File: src/spq_pkg.sv
`default_nettype none
package spq_pkg;

  localparam logic REQ_INSERT = 1'b0;
  localparam logic REQ_POP    = 1'b1;

  localparam logic [1:0] ST_OK    = 2'd0;
  localparam logic [1:0] ST_EMPTY = 2'd1;
  localparam logic [1:0] ST_FULL  = 2'd2;

  typedef enum logic [3:0] {
    OP_NONE,
    OP_LATCH,
    OP_INS_SETUP,
    OP_INS_READ,
    OP_INS_SHIFT,
    OP_INS_PLACE,
    OP_POP_READ0,
    OP_POP_FRONT,
    OP_POP_READ,
    OP_POP_MOVE,
    OP_POP_DONE,
    OP_FAIL_FULL,
    OP_FAIL_EMPTY
  } dp_op_e;

  typedef struct packed {
    logic is_pop;
    logic full;
    logic empty;
    logic idx_zero;
    logic idx_at_count;
    logic place_here;
  } dp_status_t;

endpackage
`default_nettype wire

File: src/spq_ctrl.sv
`default_nettype none
module spq_ctrl
  import spq_pkg::*;
(
  input  wire logic       clk_i,
  input  wire logic       rst_ni,
  input  wire logic       start,
  output logic            busy,
  input  wire dp_status_t status_i,
  output dp_op_e          op_o
);

  typedef enum logic [2:0] {
    S_IDLE,
    S_DECODE,
    S_INS_CHECK,
    S_INS_CMP,
    S_POP_FRONT,
    S_POP_CHECK,
    S_POP_MOVE
  } state_e;

  state_e state_q, state_d;

  always_comb begin
    state_d = state_q;
    op_o    = OP_NONE;
    unique case (state_q)
      S_IDLE: begin
        if (start) begin
          op_o    = OP_LATCH;
          state_d = S_DECODE;
        end
      end
      S_DECODE: begin
        if (!status_i.is_pop) begin
          if (status_i.full) begin
            op_o    = OP_FAIL_FULL;
            state_d = S_IDLE;
          end else begin
            op_o    = OP_INS_SETUP;
            state_d = S_INS_CHECK;
          end
        end else if (status_i.empty) begin
          op_o    = OP_FAIL_EMPTY;
          state_d = S_IDLE;
        end else begin
          op_o    = OP_POP_READ0;
          state_d = S_POP_FRONT;
        end
      end
      S_INS_CHECK: begin
        if (status_i.idx_zero) begin
          op_o    = OP_INS_PLACE;
          state_d = S_IDLE;
        end else begin
          op_o    = OP_INS_READ;
          state_d = S_INS_CMP;
        end
      end
      S_INS_CMP: begin
        if (status_i.place_here) begin
          op_o    = OP_INS_PLACE;
          state_d = S_IDLE;
        end else begin
          op_o    = OP_INS_SHIFT;
          state_d = S_INS_CHECK;
        end
      end
      S_POP_FRONT: begin
        op_o    = OP_POP_FRONT;
        state_d = S_POP_CHECK;
      end
      S_POP_CHECK: begin
        if (status_i.idx_at_count) begin
          op_o    = OP_POP_DONE;
          state_d = S_IDLE;
        end else begin
          op_o    = OP_POP_READ;
          state_d = S_POP_MOVE;
        end
      end
      S_POP_MOVE: begin
        op_o    = OP_POP_MOVE;
        state_d = S_POP_CHECK;
      end
      default: begin
        state_d = S_IDLE;
      end
    endcase
  end

  always_ff @(posedge clk_i or negedge rst_ni) begin
    if (!rst_ni) begin
      state_q <= S_IDLE;
    end else begin
      state_q <= state_d;
    end
  end

  assign busy = (state_q != S_IDLE);

endmodule
`default_nettype wire

File: src/spq_datapath.sv
`default_nettype none
module spq_datapath
  import spq_pkg::*;
#(
  parameter int CAPACITY   = 16,
  parameter int DATA_WIDTH = 32,
  parameter int PRIO_WIDTH = 16,
  localparam int CNT_W     = $clog2(CAPACITY + 1),
  localparam int AW        = $clog2(CAPACITY)
) (
  input  wire logic                  clk_i,
  input  wire logic                  rst_ni,
  input  wire dp_op_e                op_i,
  output dp_status_t                 status_o,
  input  wire logic                  req_type_i,
  input  wire logic [DATA_WIDTH-1:0] entry_data_i,
  input  wire logic [PRIO_WIDTH-1:0] entry_priority_i,
  output logic                       result_valid_o,
  output logic [DATA_WIDTH-1:0]      front_data_o,
  output logic                       data_valid_o,
  output logic [1:0]                 status_code_o,
  output logic [CNT_W-1:0]           entry_count_o
);

  logic [PRIO_WIDTH-1:0] prio_mem [CAPACITY];
  logic [DATA_WIDTH-1:0] data_mem [CAPACITY];

  logic                  req_pop_q;
  logic [DATA_WIDTH-1:0] req_data_q;
  logic [PRIO_WIDTH-1:0] req_prio_q;
  logic [CNT_W-1:0]      count_q, count_d;
  logic [CNT_W-1:0]      idx_q;
  logic [CNT_W-1:0]      idx_m1;
  logic [PRIO_WIDTH-1:0] rd_prio_q;
  logic [DATA_WIDTH-1:0] rd_data_q;
  logic [DATA_WIDTH-1:0] front_q;

  logic                  res_valid_q;
  logic [DATA_WIDTH-1:0] res_data_q;
  logic                  res_dvalid_q;
  logic [1:0]            res_status_q;
  logic [CNT_W-1:0]      res_count_q;

  logic                  mem_we;
  logic [AW-1:0]         wr_addr;
  logic [PRIO_WIDTH-1:0] wr_prio;
  logic [DATA_WIDTH-1:0] wr_data;
  logic                  rd_en;
  logic [AW-1:0]         rd_addr;
  logic                  finish;

  assign idx_m1 = idx_q - CNT_W'(1);

  assign status_o.is_pop       = req_pop_q;
  assign status_o.full         = (count_q == CNT_W'(CAPACITY));
  assign status_o.empty        = (count_q == '0);
  assign status_o.idx_zero     = (idx_q == '0);
  assign status_o.idx_at_count = (idx_q == count_q);
  assign status_o.place_here   = !(req_prio_q > rd_prio_q);

  always_comb begin
    mem_we  = 1'b0;
    wr_addr = idx_q[AW-1:0];
    wr_prio = req_prio_q;
    wr_data = req_data_q;
    rd_en   = 1'b0;
    rd_addr = idx_m1[AW-1:0];
    case (op_i)
      OP_INS_READ: begin
        rd_en = 1'b1;
      end
      OP_INS_SHIFT: begin
        mem_we  = 1'b1;
        wr_prio = rd_prio_q;
        wr_data = rd_data_q;
      end
      OP_INS_PLACE: begin
        mem_we = 1'b1;
      end
      OP_POP_READ0: begin
        rd_en   = 1'b1;
        rd_addr = '0;
      end
      OP_POP_READ: begin
        rd_en   = 1'b1;
        rd_addr = idx_q[AW-1:0];
      end
      OP_POP_MOVE: begin
        mem_we  = 1'b1;
        wr_addr = idx_m1[AW-1:0];
        wr_prio = rd_prio_q;
        wr_data = rd_data_q;
      end
      default: begin
      end
    endcase
  end

  always_ff @(posedge clk_i) begin
    if (mem_we) begin
      prio_mem[wr_addr] <= wr_prio;
      data_mem[wr_addr] <= wr_data;
    end
    if (rd_en) begin
      rd_prio_q <= prio_mem[rd_addr];
      rd_data_q <= data_mem[rd_addr];
    end
  end

  always_comb begin
    count_d = count_q;
    finish  = 1'b0;
    case (op_i)
      OP_INS_PLACE: begin
        count_d = count_q + CNT_W'(1);
        finish  = 1'b1;
      end
      OP_POP_DONE: begin
        count_d = count_q - CNT_W'(1);
        finish  = 1'b1;
      end
      OP_FAIL_FULL, OP_FAIL_EMPTY: begin
        finish = 1'b1;
      end
      default: begin
      end
    endcase
  end

  always_ff @(posedge clk_i or negedge rst_ni) begin
    if (!rst_ni) begin
      count_q     <= '0;
      res_valid_q <= 1'b0;
    end else begin
      count_q     <= count_d;
      res_valid_q <= finish;
    end
  end

  always_ff @(posedge clk_i) begin
    case (op_i)
      OP_LATCH: begin
        req_pop_q  <= (req_type_i == REQ_POP);
        req_data_q <= entry_data_i;
        req_prio_q <= entry_priority_i;
      end
      OP_INS_SETUP: idx_q <= count_q;
      OP_INS_SHIFT: idx_q <= idx_m1;
      OP_POP_FRONT: begin
        front_q <= rd_data_q;
        idx_q   <= CNT_W'(1);
      end
      OP_POP_MOVE:  idx_q <= idx_q + CNT_W'(1);
      default: begin
      end
    endcase
    if (finish) begin
      res_count_q <= count_d;
      if (op_i == OP_POP_DONE) begin
        res_data_q   <= front_q;
        res_dvalid_q <= 1'b1;
      end else begin
        res_data_q   <= '0;
        res_dvalid_q <= 1'b0;
      end
      case (op_i)
        OP_FAIL_FULL:  res_status_q <= ST_FULL;
        OP_FAIL_EMPTY: res_status_q <= ST_EMPTY;
        default:       res_status_q <= ST_OK;
      endcase
    end
  end

  assign result_valid_o = res_valid_q;
  assign front_data_o   = res_data_q;
  assign data_valid_o   = res_dvalid_q;
  assign status_code_o  = res_status_q;
  assign entry_count_o  = res_count_q;

endmodule
`default_nettype wire

File: src/sorted_priority_queue.sv
// Sorted priority queue: holds up to CAPACITY entries (data word plus priority),
// highest priority first, equal priorities in arrival order.
// Request channel: start with req_type_i (insert or pop), entry_data_i and
// entry_priority_i; a request is taken on a clock edge where start is high
// and busy is low. busy stays high until the result has been formed.
// Result channel: result_valid_o strobes for one cycle with front_data_o,
// data_valid_o, status_o (ok, pop on empty, insert on full dropped) and
// entry_count_o. Every request gives exactly one result; the receiver
// cannot stall, so the result must be taken in its strobe cycle.
// Entries live in a single-port-read RAM; each move of an entry is a read
// followed by a write. Insert of an entry that lands behind k held entries
// moves n-k entries; a pop moves the n-1 remaining entries forward.
// Full-insert and empty-pop move no entries. The longest request is a pop
// of a full queue.
// A new request can be accepted in the cycle the previous result strobes.
// Reset clears the count (queue empty) and the controller; RAM contents are
// not cleared, only entries below the count are ever read.
`default_nettype none
module sorted_priority_queue
  import spq_pkg::*;
#(
  parameter int CAPACITY   = 16,
  parameter int DATA_WIDTH = 32,
  parameter int PRIO_WIDTH = 16,
  localparam int CNT_W     = $clog2(CAPACITY + 1)
) (
  input  wire logic                  clk_i,
  input  wire logic                  rst_ni,
  input  wire logic                  start,
  output logic                       busy,
  input  wire logic                  req_type_i,
  input  wire logic [DATA_WIDTH-1:0] entry_data_i,
  input  wire logic [PRIO_WIDTH-1:0] entry_priority_i,
  output logic                       result_valid_o,
  output logic [DATA_WIDTH-1:0]      front_data_o,
  output logic                       data_valid_o,
  output logic [1:0]                 status_o,
  output logic [CNT_W-1:0]           entry_count_o
);

  dp_op_e     op;
  dp_status_t dp_status;
  logic       accept;

  assign accept = start && !busy;

  spq_ctrl u_ctrl (
    .clk_i    (clk_i),
    .rst_ni   (rst_ni),
    .start    (accept),
    .busy     (busy),
    .status_i (dp_status),
    .op_o     (op)
  );

  spq_datapath #(
    .CAPACITY   (CAPACITY),
    .DATA_WIDTH (DATA_WIDTH),
    .PRIO_WIDTH (PRIO_WIDTH)
  ) u_dp (
    .clk_i            (clk_i),
    .rst_ni           (rst_ni),
    .op_i             (op),
    .status_o         (dp_status),
    .req_type_i       (req_type_i),
    .entry_data_i     (entry_data_i),
    .entry_priority_i (entry_priority_i),
    .result_valid_o   (result_valid_o),
    .front_data_o     (front_data_o),
    .data_valid_o     (data_valid_o),
    .status_code_o    (status_o),
    .entry_count_o    (entry_count_o)
  );

endmodule
`default_nettype wire

File: config.mk
export PLATFORM = sky130hd
export DESIGN_NAME = sorted_priority_queue
export DESIGN_NICKNAME = d
export VERILOG_FILES = /design/src/spq_pkg.sv /design/src/spq_ctrl.sv /design/src/spq_datapath.sv /design/src/sorted_priority_queue.sv
export SDC_FILE = /design/constraint.sdc
export NUM_CORES = 1
export LEC_CHECK = 0
export BUFFER_PORTS_ARGS = -buffer_cell sky130_fd_sc_hd__buf_2
export CORE_ASPECT_RATIO = 0.7
export CORE_UTILIZATION = 35
export CTS_BUF_LIST = sky130_fd_sc_hd__clkbuf_16
export DETAILED_ROUTE_END_ITERATION = 6
export PLACE_DENSITY = 0.47
export REMOVE_ABC_BUFFERS = 1
export SLEW_MARGIN = 20
export SYNTH_ARGS = -nofsm -noshare
export SYNTH_HDL_FRONTEND = slang
export SYNTH_HIERARCHICAL = 1
export SYNTH_SLANG_ARGS = --single-unit
File: constraint.sdc
create_clock -name clk_i -period 8.5 [get_ports clk_i]
set_input_delay 0.85 -clock clk_i [delete_from_list [all_inputs] [get_ports clk_i]]
set_output_delay 0.85 -clock clk_i [all_outputs]
set_load 0.01 [all_outputs]
==> results.sh, run 1 <==
export IMPL_dp_slack_ns=2.367
export IMPL_overflow=0
export IMPL_wirelength_um=99850
export IMPL_coreArea_um2=106400
export IMPL_setup_violations=0
export IMPL_synthDistinctLibCells=63
export IMPL_vias_per_cell=5.263
export IMPL_hold_viol=0
export IMPL_avgSynthCellArea_um2=15.30
export IMPL_slew_viol_final=0
export IMPL_timing_fmax_mhz=161.5
export IMPL_syn_to_final_growth_pct=14.36
export IMPL_worstSetupStartpointType="flop"
export IMPL_cts_tree="built"
export IMPL_path_cells="inv_1 -> ha_1 -> and3_1 -> a221o_1 -> a21oi_1 -> o221ai_1 -> o21ai_0 -> inv_1 -> o21ai_1 -> a32o_1 -> nand4bb_1 -> inv_2 -> ha_1 -> nand2b_1 -> nor2_4 -> buf_4"
export IMPL_path_buf_inv=4
export IMPL_die_area_um2=108800
export IMPL_finalCritPeriodShare=0.7287
export IMPL_grt_pass1_wl_um=145900
export IMPL_fin_nets=2635
export IMPL_reg2reg_depth=16
export IMPL_critical_path_class="reg -> reg"
export IMPL_antenna_found_initial=1
export IMPL_htreeDepth=3
export IMPL_cp_top_family="compound AO/OA/AOI/OAI gates"
export IMPL_die_h_um=276.3
export IMPL_grt_pass1_vias=21160
export IMPL_stdcell_count=4064
export IMPL_critPathArrivalTime_ns=6.51
export IMPL_r2r_end="u_dp/data_mem[11][9]$_DFFE_PP_"
export IMPL_gp_congestion=0.7779
export IMPL_crit_fanout=27
export IMPL_drv_cap=0
export IMPL_rsz0062_at_grt="false"
export IMPL_io_buffers=93
export IMPL_worstSetupEndpointType="flop"
export IMPL_worst_path_max_delay_cell="nor2_4"
export IMPL_post_cts_resize_count=0
export IMPL_track_usage=0.1816
export IMPL_required_ns=8.81
export IMPL_synthArstFlopShare=0.009464
export IMPL_hp_start="entry_data_i[29]"
export IMPL_via_count=21390
export IMPL_dp_hpwl_um=51280
export IMPL_final_util=0.4044
export IMPL_yosysWarnings=6
export IMPL_dp_cells=3889
export IMPL_n_antenna_cell=0
export IMPL_cts_buffers=94
export IMPL_synth_edff_count=942
export IMPL_clkTransAtPathRegs_ns=0.06
export IMPL_start_util=0.3536
export IMPL_hold_depth=1
export IMPL_clock_skew_ns=0.01608
export IMPL_ys_seq_area_frac=0.7581
export IMPL_status="finished clean"
export IMPL_clk_path_buf_depth=3
export IMPL_min_to="u_dp/req_data_q[29]$_DFFE_PN_"
export IMPL_rr_startpoint="u_dp/rd_prio_q[11]$_DFFE_PP_"
export IMPL_grt_max_degree=155
export IMPL_post_cts_buffers=0
export IMPL_syn_area_um2=37610
export IMPL_num_rows=100
export IMPL_die_w_um=393.8
export IMPL_worstHoldPathType="in -> reg"
export IMPL_drc=0
export IMPL_synthFlopType="edfxtp_1"
export IMPL_drt_pass1_iter_count=5
export IMPL_wl_per_cell_um=24.57
export IMPL_synth_cells=2458
export IMPL_ys_seq_elements=951
export IMPL_reg2reg_slack_ns=2.31
export IMPL_clk_latency_ns=0.69
export IMPL_period_minus_slack_ns=6.194
export IMPL_critPathMaxStageDelay_ns=0.86
export IMPL_slew_headroom=0.2300
export IMPL_ant_nets=0
export IMPL_cts_num_sinks=951
export IMPL_ioPinCount=94
export IMPL_fin_ws_ns=2.306
export IMPL_worst_pin_slew_ns=1.155
export IMPL_first_iter_violations=1719
export IMPL_hold_buffers=1
export IMPL_cts_root_buffer="clkbuf_16"
export IMPL_drive_above_1_share=0.1396
## stage by stage
step                setup TNS (ns)  instance area, µm²  hold WS (ns)
floorplan                  -422.38               36900        0.4222
global placement                 0               39950        0.4245
detailed placement               0               39960        0.4305
CTS                              0               42980        0.2753
global route                     0               43010        0.2991
finish                           0               43010        0.3380
## worst max path at each step
stage	start	to	slack [ns]	cells after the start
after floorplan	u_dp/req_prio_q[11]$_DFFE_PN_	u_dp/rd_prio_q[14]$_DFFE_PP_	-8.81	15
after global placement	u_dp/req_prio_q[11]$_DFFE_PN_	u_dp/prio_mem[11][10]$_DFFE_PP_	2.51	15
after detailed placement	u_dp/rd_prio_q[11]$_DFFE_PP_	u_dp/prio_mem[11][5]$_DFFE_PP_	2.37	16
after CTS	u_dp/rd_prio_q[11]$_DFFE_PP_	u_dp/data_mem[11][23]$_DFFE_PP_	2.32	16
after global routing	u_dp/rd_prio_q[11]$_DFFE_PP_	u_dp/prio_mem[11][5]$_DFFE_PP_	1.94	16
final	u_dp/rd_prio_q[11]$_DFFE_PP_	u_dp/data_mem[11][9]$_DFFE_PP_	2.31	16
## metal layers
layer  share of wire  up-vias  GRT usage  wire, µm
met5               0        -          0         0
met1            0.48    11030     0.2736     48370
met3           0.053      122    0.02994      5316
met2            0.44      584     0.2714     44190
li1                -     9653          -         -
met4           0.020        0    0.04719      1972
## kinds of logic (layout without fill, tap and decap cells)
group,after synthesis,after routing,share of synthesized area
compound gates,478,478,0.08720
xor+xnor,12,12,0.002795
fa+ha+maj,24,24,0.008184
buf+inv,183,361,0.02162
flops,951,951,0.7581
mux,182,182,0.04960
simple gates,628,628,0.07246
## layout by cell type, fill, tap and decap left out, types with 5 or more instances in the layout
cell       Yosys  final
a21o_1         7      7
a21oi_1      208    208
a22o_1        96     96
a32oi_1       50     50
and2_1        33     33
buf_12         0      9
buf_2         65     93
buf_4          9     56
bufinv_16      0      8
clkbuf_16      0     96
clkinv_1       0     19
clkinv_2       0     14
dfrtp_1        9      9
edfxtp_1     942    942
ha_1          23     23
inv_1         26     50
mux2_2        35     35
mux2i_1      147    147
nand2_1      414    412
nand2b_1       7      7
nand3_1      102    102
nor2_1        40     20
nor2_4         0     20
nor3_1         7      6
o21ai_0       26     24
o21ai_1        6      6
o221ai_1      50     50
o22ai_1        6      5
xnor2_1        9      9
## synth_stat cells, drive strengths merged, types with 4 or more instances
master / instances / area share
a21o: 7 / 0.0014
a21oi: 208 / 0.028
a22o: 96 / 0.022
a22oi: 5 / 0.0011
a31oi: 4 / 0.00067
a32oi: 50 / 0.012
and2: 33 / 0.0055
buf: 87 / 0.012
clkbuf: 68 / 0.0069
dfrtp: 9 / 0.0060
edfxtp: 942 / 0.75
ha: 23 / 0.0077
inv: 28 / 0.0028
mux2: 35 / 0.010
mux2i: 147 / 0.039
nand2: 415 / 0.041
nand2b: 7 / 0.0012
nand3: 102 / 0.014
nor2: 40 / 0.0040
nor2b: 5 / 0.0010
nor3: 7 / 0.00093
o21ai: 33 / 0.0045
o221ai: 50 / 0.012
o22ai: 6 / 0.0010
or3: 4 / 0.00067
xnor2: 9 / 0.0021
## cell type report
cell class / count / area (µm²)
flip-flops and latches: 951 / 28510
clock buffers: 96 / 2402
repair buffers: 160 / 1104
well taps: 1428 / 1787
multi-input cells: 1324 / 8486
fillers: 9685 / 63340
clock inverters: 77 / 614.3
inverters: 28 / 105.1
## state kept, by name, indices dropped and copies added (netlist names), 2 cells and up
register	count
u_ctrl/state_q	3
u_dp/count_q	5
u_dp/data_mem	512
u_dp/entry_count_o	5
u_dp/front_data_o	32
u_dp/front_q	32
u_dp/idx_q	5
u_dp/prio_mem	256
u_dp/rd_data_q	32
u_dp/rd_prio_q	16
u_dp/req_data_q	32
u_dp/req_prio_q	16
u_dp/status_code_o	2
Power of run 1 is left out: the tool's default activity adds up to more than one toggle a clock period on the data nets, which glitch-free logic cannot reach.
==> inputs of run 2 (changes only) <==
--- a/config.mk
+++ b/config.mk
@@ -5,12 +5,13 @@
 export SDC_FILE = /design/constraint.sdc
 export NUM_CORES = 1
 export LEC_CHECK = 0
+export ABC_AREA = 1
 export BUFFER_PORTS_ARGS = -buffer_cell sky130_fd_sc_hd__buf_2
 export CORE_ASPECT_RATIO = 0.7
 export CORE_UTILIZATION = 35
 export CTS_BUF_LIST = sky130_fd_sc_hd__clkbuf_16
 export DETAILED_ROUTE_END_ITERATION = 6
-export PLACE_DENSITY = 0.47
+export PLACE_DENSITY = 0.48
 export REMOVE_ABC_BUFFERS = 1
 export SLEW_MARGIN = 20
 export SYNTH_ARGS = -nofsm -noshare
==> constraint.sdc (replaced) <==
create_clock -name clk_i -period 5.4 [get_ports clk_i]
set_input_delay 0.54 -clock clk_i [delete_from_list [all_inputs] [get_ports clk_i]]
set_output_delay 0.54 -clock clk_i [all_outputs]
set_load 0.01 [all_outputs]
==> results.sh, run 2 <==
export IMPL_die_w_um=413.3
export IMPL_synthDistinctLibCells=41
export IMPL_vias_per_cell=4.921
export IMPL_ioPinCount=94
export IMPL_cts_tree="built"
export IMPL_track_usage=0.1946
export IMPL_synthSimpleGateAreaFrac=0.2040
export IMPL_worstSetupStartpointType="flop"
export IMPL_fin_nets=3935
export IMPL_finalCritPeriodShare=0.8860
export IMPL_largest_reg_flops=512
export IMPL_drt_pass1_iter_count=5
export IMPL_regMostFlops="u_dp/data_mem"
export IMPL_dp_hpwl_um=59980
export IMPL_top_usage_layer="met2"
export IMPL_ys_seq_elements=951
export IMPL_synthAdderAreaFrac=0.007426
export IMPL_cp_common_cell="nand2_1"
export IMPL_period_minus_slack_ns=4.784
export IMPL_gp_congestion=0.7683
export IMPL_synth_top_family_by_area="simple AND/OR/NAND/NOR gates"
export IMPL_hold_viol=0
export IMPL_synthArstFlopShare=0.009464
export IMPL_cts_root_buffer="clkbuf_16"
export IMPL_htreeDepth=3
export IMPL_synth_edff_count=942
export IMPL_cts_num_sinks=951
export IMPL_drive_above_1_share=0.09361
export IMPL_overflow=0
export IMPL_worst_pin_slew_ns=1.057
export IMPL_post_cts_buffers=0
export IMPL_nFillCells=11280
export IMPL_synth_xor_area_frac=0.001691
export IMPL_io_buffers=93
export IMPL_avgSynthCellArea_um2=11.05
export IMPL_num_rows=105
export IMPL_wl_per_cell_um=21.31
export IMPL_slew_headroom=0.2954
export IMPL_worstSetupEndpointType="flop"
export IMPL_yosysMostFrequentCell="edfxtp_1"
export IMPL_final_util=0.4068
export IMPL_synth_common_cells="942 x edfxtp_1, 932 x nand3_1, 705 x inv_1"
export IMPL_synth_top_area_share=0.6825
export IMPL_drv_cap=0
export IMPL_antenna_found_initial=1
export IMPL_path_cells="ha_1 -> nand2_1 -> nor2_1 -> nand2_1 -> o211ai_1 -> nand2_1 -> nand2_1 -> nand2_1 -> nand2_1 -> nand4_1 -> inv_1 -> nor2_1 -> inv_1 -> nor2_4 -> ha_1 -> inv_1 -> nand3_1 -> nor2_4 -> buf_4"
export IMPL_yosysWarnings=6
export IMPL_critPathMaxStageDelay_ns=0.85
export IMPL_clk_path_buf_depth=3
export IMPL_first_iter_violations=2234
export IMPL_syn_to_final_growth_pct=15.16
export IMPL_status="finished clean"
export IMPL_layout_common_cells="942 x edfxtp_1, 932 x nand3_1, 727 x inv_1"
export IMPL_critical_path_class="reg -> reg"
export IMPL_clkTransAtPathRegs_ns=0.06
export IMPL_met1_usage=0.2808
export IMPL_grt_pass1_wl_um=173800
export IMPL_start_util=0.3533
export IMPL_drc=0
export IMPL_ant_nets=0
export IMPL_via_count=27040
export IMPL_setup_violations=0
export IMPL_crit_fanout=16
export IMPL_worst_path_max_delay_cell="nor2_4"
export IMPL_met3_usage=0.02944
export IMPL_post_cts_resize_count=0
export IMPL_synth_compound_gate_area_share=0.008543
export IMPL_ys_seq_area_frac=0.6879
export IMPL_syn_area_um2=41450
export IMPL_coreArea_um2=117300
export IMPL_slew_viol_final=0
export IMPL_synthFlopType="edfxtp_1"
export IMPL_clock_skew_ns=0.02765
export IMPL_timing_fmax_mhz=209.0
export IMPL_wirelength_um=117100
export IMPL_die_area_um2=119800
export IMPL_required_ns=5.79
export IMPL_critPathArrivalTime_ns=5.17
export IMPL_die_h_um=289.9
export IMPL_grt_pass1_vias=26360
export IMPL_ys_top_cells_by_area="edfxtp_1 68%, nand3_1 11%, inv_1 6.4%"
export IMPL_hold_buffers=44
export IMPL_synth_cells=3751
export IMPL_yosysTopAreaCell="edfxtp_1"
export IMPL_worstHoldPathType="in -> reg"
export IMPL_synth_mux_area_frac=0
export IMPL_cts_buffers=97
export IMPL_use_met2=0.3066
export IMPL_top_regs="u_dp/data_mem x512, u_dp/prio_mem x256"
export IMPL_rsz0062_at_grt="false"
export IMPL_grt_max_degree=147
export IMPL_clk_latency_ns=0.70
export IMPL_layout_commonest_cell="edfxtp_1"
## run 2: cell count changes after synthesis, sizes merged, moves of 74 or more
cell	change
buf	+74
mux2i	-147
nand2	+191
a21oi	-195
nand3	+831
nand3b	+144
inv	+683
a22o	-96
## run 2: per-stage QoR
stage	setup TNS [ns]	hold WS, ns	setup slack [ns]	cells	area (µm²)
4_1_cts	0	0.002323	0.6364	5493	47710
6_report	0	0.04205	0.6156	5495	47730
3_5_place_dp	0	0.4111	0.6878	5267	44040
5_1_grt	0	0.01592	0.3095	5493	47730
2_1_floorplan	-599.43	0.2444	-8.101	3535	40370
3_3_place_gp	0	0.4133	0.6565	5267	44040
## run 2: logic make-up after synthesis
| family | after synthesis |
|---|---|
| XOR/XNOR | 8 |
| AO/OA/AOI/OAI | 62 |
| buffers and inverters | 928 |
| flip-flops | 951 |
| adder cells (fa/ha/maj) | 24 |
| AND/OR/NAND/NOR | 1778 |
## run 2: routing by layer
layer  vias to the layer above  wire length [µm]  share of wire
li1                      12850                 -              -
met1                     13350             55610           0.47
met2                       664             53380           0.46
met3                       180              5493          0.047
met4                         0              2590          0.022
met5                         -                 0              0
## run 2: area by class of cell
class / instances / area [µm²] / area share
clock inverters: 83 / 748.2 / 0.01568
multi-input cells: 1872 / 9430 / 0.1976
diodes: 2 / 5.005 / 0.0001049
inverters: 712 / 2675 / 0.05604
repair buffers: 225 / 1942 / 0.04068
flip-flops and latches: 951 / 28510 / 0.5974
clock buffers: 99 / 2477 / 0.05190
well taps: 1551 / 1941 / 0.04066
## run 2: final timing paths
| path | cells after the start | endpoint | slack, ns | from |
|---|---|---|---|---|
| worst max-delay path | 19 | u_dp/data_mem[9][23]$_DFFE_PP_ | 0.62 | u_dp/req_prio_q[5]$_DFFE_PN_ |
| worst min register to register | 0 | u_dp/front_q[26]$_DFFE_PP_ | 0.44 | u_dp/rd_data_q[26]$_DFFE_PP_ |
| worst min-delay path | 1 | u_dp/req_data_q[19]$_DFFE_PN_ | 0.04 | entry_data_i[19] |
| worst max register to register | 19 | u_dp/data_mem[9][23]$_DFFE_PP_ | 0.62 | u_dp/req_prio_q[5]$_DFFE_PN_ |
| max in group asynchronous | 2 | u_ctrl/state_q[2]$_DFFE_PN0P_ | 4.97 | rst_ni |
| min in group asynchronous | 2 | u_dp/result_valid_o$_DFF_PN0_ | 0.23 | rst_ni |
## run 2: worst max-delay path, delay by kind of cell (launching register included)
| kind | cells | cell delay, ns |
|---|---|---|
| compound gates | 1 | 0.21 |
| fa+ha+maj | 2 | 0.64 |
| buf+inv | 4 | 0.73 |
| flops | 1 | 0.40 |
| simple gates | 12 | 2.47 |
Power of run 2 is left out for the same reason.
